File: src/hdl/msort_pkg.sv
// ---------------------------------------------------------------------------
// msort_pkg
// Types and constants shared by the sorter cell row and its top level.
// ---------------------------------------------------------------------------
package msort_pkg;

	localparam int DATA_W = 32;

	typedef logic signed [DATA_W-1:0] data_t;

	// top level control sequence
	typedef enum logic {
		ST_LOAD,
		ST_DRAIN
	} msort_state_t;

	// control broadcast to every cell
	typedef struct packed {
		logic  ins;   // insert x into the sorted row
		logic  shl;   // shift the row one place toward cell 0
		data_t x;     // value being inserted
	} cell_ctl_t;

endpackage

File: src/hdl/msort_cell.sv
// ---------------------------------------------------------------------------
// msort_cell
// One slot of the sorted row: holds a value, makes room for an insert by
// taking its left neighbor, and takes its right neighbor when the row drains.
// ---------------------------------------------------------------------------
module msort_cell (
	input  logic                  clk,
	input  logic                  arst_n,
	input  msort_pkg::cell_ctl_t  ctl,
	input  logic                  left_gt,
	input  logic                  left_valid,
	input  msort_pkg::data_t      left_val,
	input  logic                  right_valid,
	input  msort_pkg::data_t      right_val,
	output logic                  gt,
	output logic                  valid,
	output msort_pkg::data_t      val
);

	logic             valid_q;
	msort_pkg::data_t val_q;

	// empty slot counts as larger than anything; equal keeps older item first
	assign gt = !valid_q || (ctl.x < val_q);

	// slot occupancy
	always_ff @(posedge clk or negedge arst_n) begin
		if (!arst_n) begin
			valid_q <= 1'b0;
		end else if (ctl.shl) begin
			valid_q <= right_valid;
		end else if (ctl.ins && gt) begin
			valid_q <= left_gt ? left_valid : 1'b1;
		end
	end

	// slot value
	always_ff @(posedge clk) begin
		if (ctl.shl) begin
			val_q <= right_val;
		end else if (ctl.ins && gt) begin
			val_q <= left_gt ? left_val : ctl.x;
		end
	end

	assign valid = valid_q;
	assign val   = val_q;

endmodule

File: config.mk
export PLATFORM = sky130hd
export DESIGN_NAME = msort_cell
export DESIGN_NICKNAME = d
export VERILOG_FILES = /design/src/hdl/msort_pkg.sv /design/src/hdl/msort_cell.sv
export SDC_FILE = /design/constraint.sdc
export NUM_CORES = 1
export LEC_CHECK = 0
export BUFFER_PORTS_ARGS = -buffer_cell sky130_fd_sc_hd__buf_2
export CAP_MARGIN = 20
export CORE_MARGIN = 1.5
export CORE_UTILIZATION = 41
export CTS_BUF_LIST = sky130_fd_sc_hd__clkbuf_4 sky130_fd_sc_hd__clkbuf_8 sky130_fd_sc_hd__clkbuf_16
export CTS_CLUSTER_SIZE = 8
export DETAILED_ROUTE_END_ITERATION = 8
export GPL_TIMING_DRIVEN = 0
export PLACE_DENSITY = 0.84
export SLEW_MARGIN = 20
export SYNTH_ARGS = -nofsm -noshare
export SYNTH_HDL_FRONTEND = slang
export SYNTH_SLANG_ARGS = --single-unit
File: constraint.sdc
create_clock -name clk -period 4 [get_ports clk]
set_input_delay 0 -clock clk [delete_from_list [all_inputs] [get_ports clk]]
set_output_delay 0 -clock clk [all_outputs]
set_load 0.01 [all_outputs]
## Yosys cells after proc, flatten, opt, wreduce, memory -nomap -nowiden

Index checks and enable logic that the tools add are counted.

- Add/sub/neg operators: 0
- Multipliers: 0
- Div/mod/pow operators: 0
- $lt $le $gt $ge: 1
- Equal/unequal tests: 0
- Shift-type cells: 0
- Muxes and demuxes: 6
- Bitwise gates (word level): 0
- Reduce and logical (&&, ||, !) cells: 4

Operator list:

| kind | count |
|---|---|
| $mux 32 | 3 |
| $lt 32x32->1 | 1 |
| $mux 1 | 3 |
| $reduce_bool 2->1 | 1 |
| $logic_and 1x1->1 | 1 |
| $logic_not 1->1 | 1 |
| $logic_or 1x1->1 | 1 |

- Register bits after elaboration: 33
- Bits in latches: 0
- RAM bits: 0
- Bits in read-only memories: 0
- Input port bits: 103
- Memories kept: 0

## Longest topological paths before layout

- Depth in word-level cells: 5
- Mapped depth: 8
- Mapped depth without buffers: 8

## Worst setup path after synthesis

Ideal clock, no wire load.

- Path type: register -> register
- From: reg val_q[2] (netlist: val[2])
- To: reg val_q[0] (netlist: val[0]) (enable)
- Setup time: 0.461 ns
- Arrival time: 3.782 ns
- Required time: 3.539 ns
- Path slack: -0.243 ns
- Stages on the path, launching flop included: 9
- Path buffers: 0
- Cells stage by stage: edfxtp_1 > inv_1 > ha_1 > a211o_1 > a31oi_1 > o311a_1 > o41ai_2 > and3_1 > nor3_1

- Word-level cells in the longest chain between the ends: 4

Ends and longest elaborated chain:

| what | RTL line | text |
|---|---|---|
| start, declared | msort_cell.sv:21 | `msort_pkg::data_t val_q;` |
| start signal, assigned | msort_cell.sv:40 | `val_q <= right_val;` |
| start signal, assigned | msort_cell.sv:42 | `val_q <= left_gt ? left_val : ctl.x;` |
| $lt 32x32->1 | msort_cell.sv:24 | `assign gt = !valid_q \|\| (ctl.x < val_q);` |
| $logic_or 1x1->1 | msort_cell.sv:24 |  |
| $logic_and 1x1->1 | msort_cell.sv:41 | `end else if (ctl.ins && gt) begin` |
| $reduce_bool 2->1 (no line) | -- |  |

No other way between the ends.
A chain may end at the register's enable or synchronous reset.

## Worst setup path in the final report

- From: reg val_q[31] (netlist: val[31])
- To: reg val_q[28] (netlist: val[28]) (enable)

Same word-level chain as after synthesis.

==> flow_summary.json <==
{
  "synthArstFlopShare_pct": 3.03,
  "ant_nets": 0,
  "regArea_um2": 986,
  "ir_drop_mv": 0.147,
  "rsz0062_at_grt": "no",
  "whs_path_depth": 3,
  "p_leak_nw": 1.84,
  "synth_seq_area_share_pct": 39.5,
  "antenna_found_initial": 0,
  "ys.flop_type": "edfxtp_1",
  "cts_hold_buf": 14,
  "dpl.cell_count": 475,
  "grt_pass1_wl_mm": 11.0,
  "wirelength_mm": 7.17,
  "crit_required_ns": 4.04,
  "fmax_ghz": 0.375,
  "dieWidth_um": 81.1,
  "root_buffer": "clkbuf_8",
  "routed.top_layer": "met4",
  "reg2reg_depth": 9,
  "crit_path_max_fanout": 16,
  "hold_class": "input port to flip-flop",
  "fp.dieArea_um2": 6570,
  "worst_pin_slew_ns": 0.647,
  "place_congestion": 0.757,
  "final-hold-violation-count": 0,
  "routedWlPerCell_um": 14.4,
  "overflow": 0,
  "nets": 555,
  "worstSetupStartpointType": "flip-flop",
  "rows": 28,
  "run_status": "completed",
  "port_buffers": 135,
  "synth_edf_count": 32,
  "met1_length_mm": 2.79,
  "cts_max_level": 2,
  "num_antenna_cells": 0,
  "final_cells": 497,
  "vias": 2531,
  "wl_met2_mm": 3.78,
  "drt_iter0_markers": 79,
  "netlist_instances": 263,
  "grt_pass1_vias": 2429,
  "r2r_slack_ns": 1.34,
  "numCtsBuffers": 5,
  "drc_errors": 0,
  "design.core.area_um2": 5890,
  "stdcell_area_um2": 3540,
  "die_h_um": 81.1,
  "dp_hpwl_mm": 5.69,
  "cts_tree": "yes",
  "final.period_utilization_pct": 66.6,
  "initial_core_util_pct": 42.5,
  "yosys_warnings": 0,
  "cts_resized": 0,
  "syn2layout_area_growth_pct": 41.5,
  "multi_input_area_um2": 1360,
  "setup_viol": 0,
  "fillers": 519,
  "firstDrtPassIters": 4,
  "drv_cap": 0,
  "setup_tns_ns": 0,
  "cts.sinks": 33,
  "slew_violations": 0,
  "arrival_ns": 2.71,
  "place_area_um2": 3310,
  "wl_met3_um": 491,
  "synth_cell_types": 33,
  "clockBufferDepth": 2,
  "cts_setup_buffers": 0,
  "ys_ff_latch": 33,
  "io_pins": 137,
  "cp-end-kind": "flip-flop",
  "final_layout_size_suffix_gt1_share_pct": 35.8,
  "cts.clk_slew.worst_paths_ns": 0.07,
  "via_per_inst": 5.09,
  "critPathKind": "flip-flop to flip-flop",
  "finClkSkew_ns": 0.00510,
  "syn_nets": 397,
  "period_needed_ns": 2.66,
  "clk_latency_ns": 0.29,
  "grt_max_degree": 17,
  "power_density_nw_per_um2": 327,
  "syn_area_um2": 2500,
  "grtUsageTotal_pct": 22.1,
  "avgSynthCellArea_um2": 9.50,
  "max_slew_margin_pct": 56.3
}
## critical path, cell delays in order, from the launching register on
cell	delay, ns
edfxtp_1	0.35
inv_1	0.05
ha_1	0.36
nand4_1	0.20
nor2_1	0.08
a221oi_2	0.21
o211ai_1	0.19
nor4b_1	0.63
nor3_4	0.16
buf_8	0.20
## stage by stage
stage	utilization [%]	hold slack, ns	worst slack, ns	power (mW)
floorplan	-	-0.296	0.729	0.711
global placement	55.6	-0.225	0.0486	0.864
detailed placement	56.2	-0.224	1.35	0.895
CTS	60.1	0.000374	1.33	1.16
global route	60.1	0.00666	1.13	1.23
finish	60.1	0.000537	1.34	1.15
## final cells by class
cell class	instances	share of cell area, %
clock inverters	2	0.283
clock buffers	6	2.16
flip-flops and latches	33	27.9
plain buffers	11	1.27
multi-input cells	187	38.4
repair buffers	151	23.9
inverters	32	3.40
well taps	75	2.65
## kinds of logic (layout without fill, tap and decap cells)
| family | after synthesis | after routing | synth area share, % |
|---|---|---|---|
| adders and majority gates | 31 | 31 | 15.5 |
| buffers and inverters | 43 | 202 | 6.61 |
| and+or+nand+nor | 63 | 63 | 11.2 |
| muxes | 33 | 33 | 13.3 |
| DFF | 33 | 33 | 39.5 |
| AOI/OAI and AO/OA | 60 | 60 | 14.0 |
## layer usage
layer	vias up	GRT usage (%)
met5	-	0
met1	1145	23.8
li1	1260	-
met2	114	43.1
met3	12	4.72
met4	0	6.03
## where the power goes
group	switching (mW)	internal, mW
combinational	0.228	0.192
clock	0.131	0.128
sequential	0.0268	0.450
## registers in the layout (all words and copies together) (netlist names)
name and flops:
valid 1, val 32
## worst paths after layout
check                      endpoint          start
min in group asynchronous     valid         arst_n
max                         val[28]        val[31]
max reg2reg                 val[28]        val[31]
min                         val[24]  right_val[24]
max in group asynchronous     valid         arst_n
min reg2reg                   valid          valid
## cell usage after synthesis (all sizes together), types with 2 or more instances
cell type  count  area (µm²)
nand2         42         158
clkbuf         8        30.0
edfxtp        32         961
a21oi         13        65.1
ha            31         388
o21ai         36         180
nor2           4        15.0
mux2i         32         320
nor3           2        10.0
nand2b         2        12.5
nand3          2        10.0
inv           32         120
nand4          6        37.5
buf            3        15.0
## layout by cell type, fill, tap and decap left out, drive strengths merged, types with 2 or more instances in the layout
cell / synthesis / routed
clkbuf: 8 / 14
inv: 32 / 32
nor2: 4 / 4
nor3: 2 / 2
edfxtp: 32 / 32
nand3: 2 / 2
mux2i: 32 / 32
nand2: 42 / 42
dlygate4sd3: 0 / 14
buf: 3 / 140
clkinv: 0 / 2
o21ai: 36 / 36
nand4: 6 / 6
nand2b: 2 / 2
a21oi: 13 / 13
ha: 31 / 31
(Power assumes the default switching activity.)
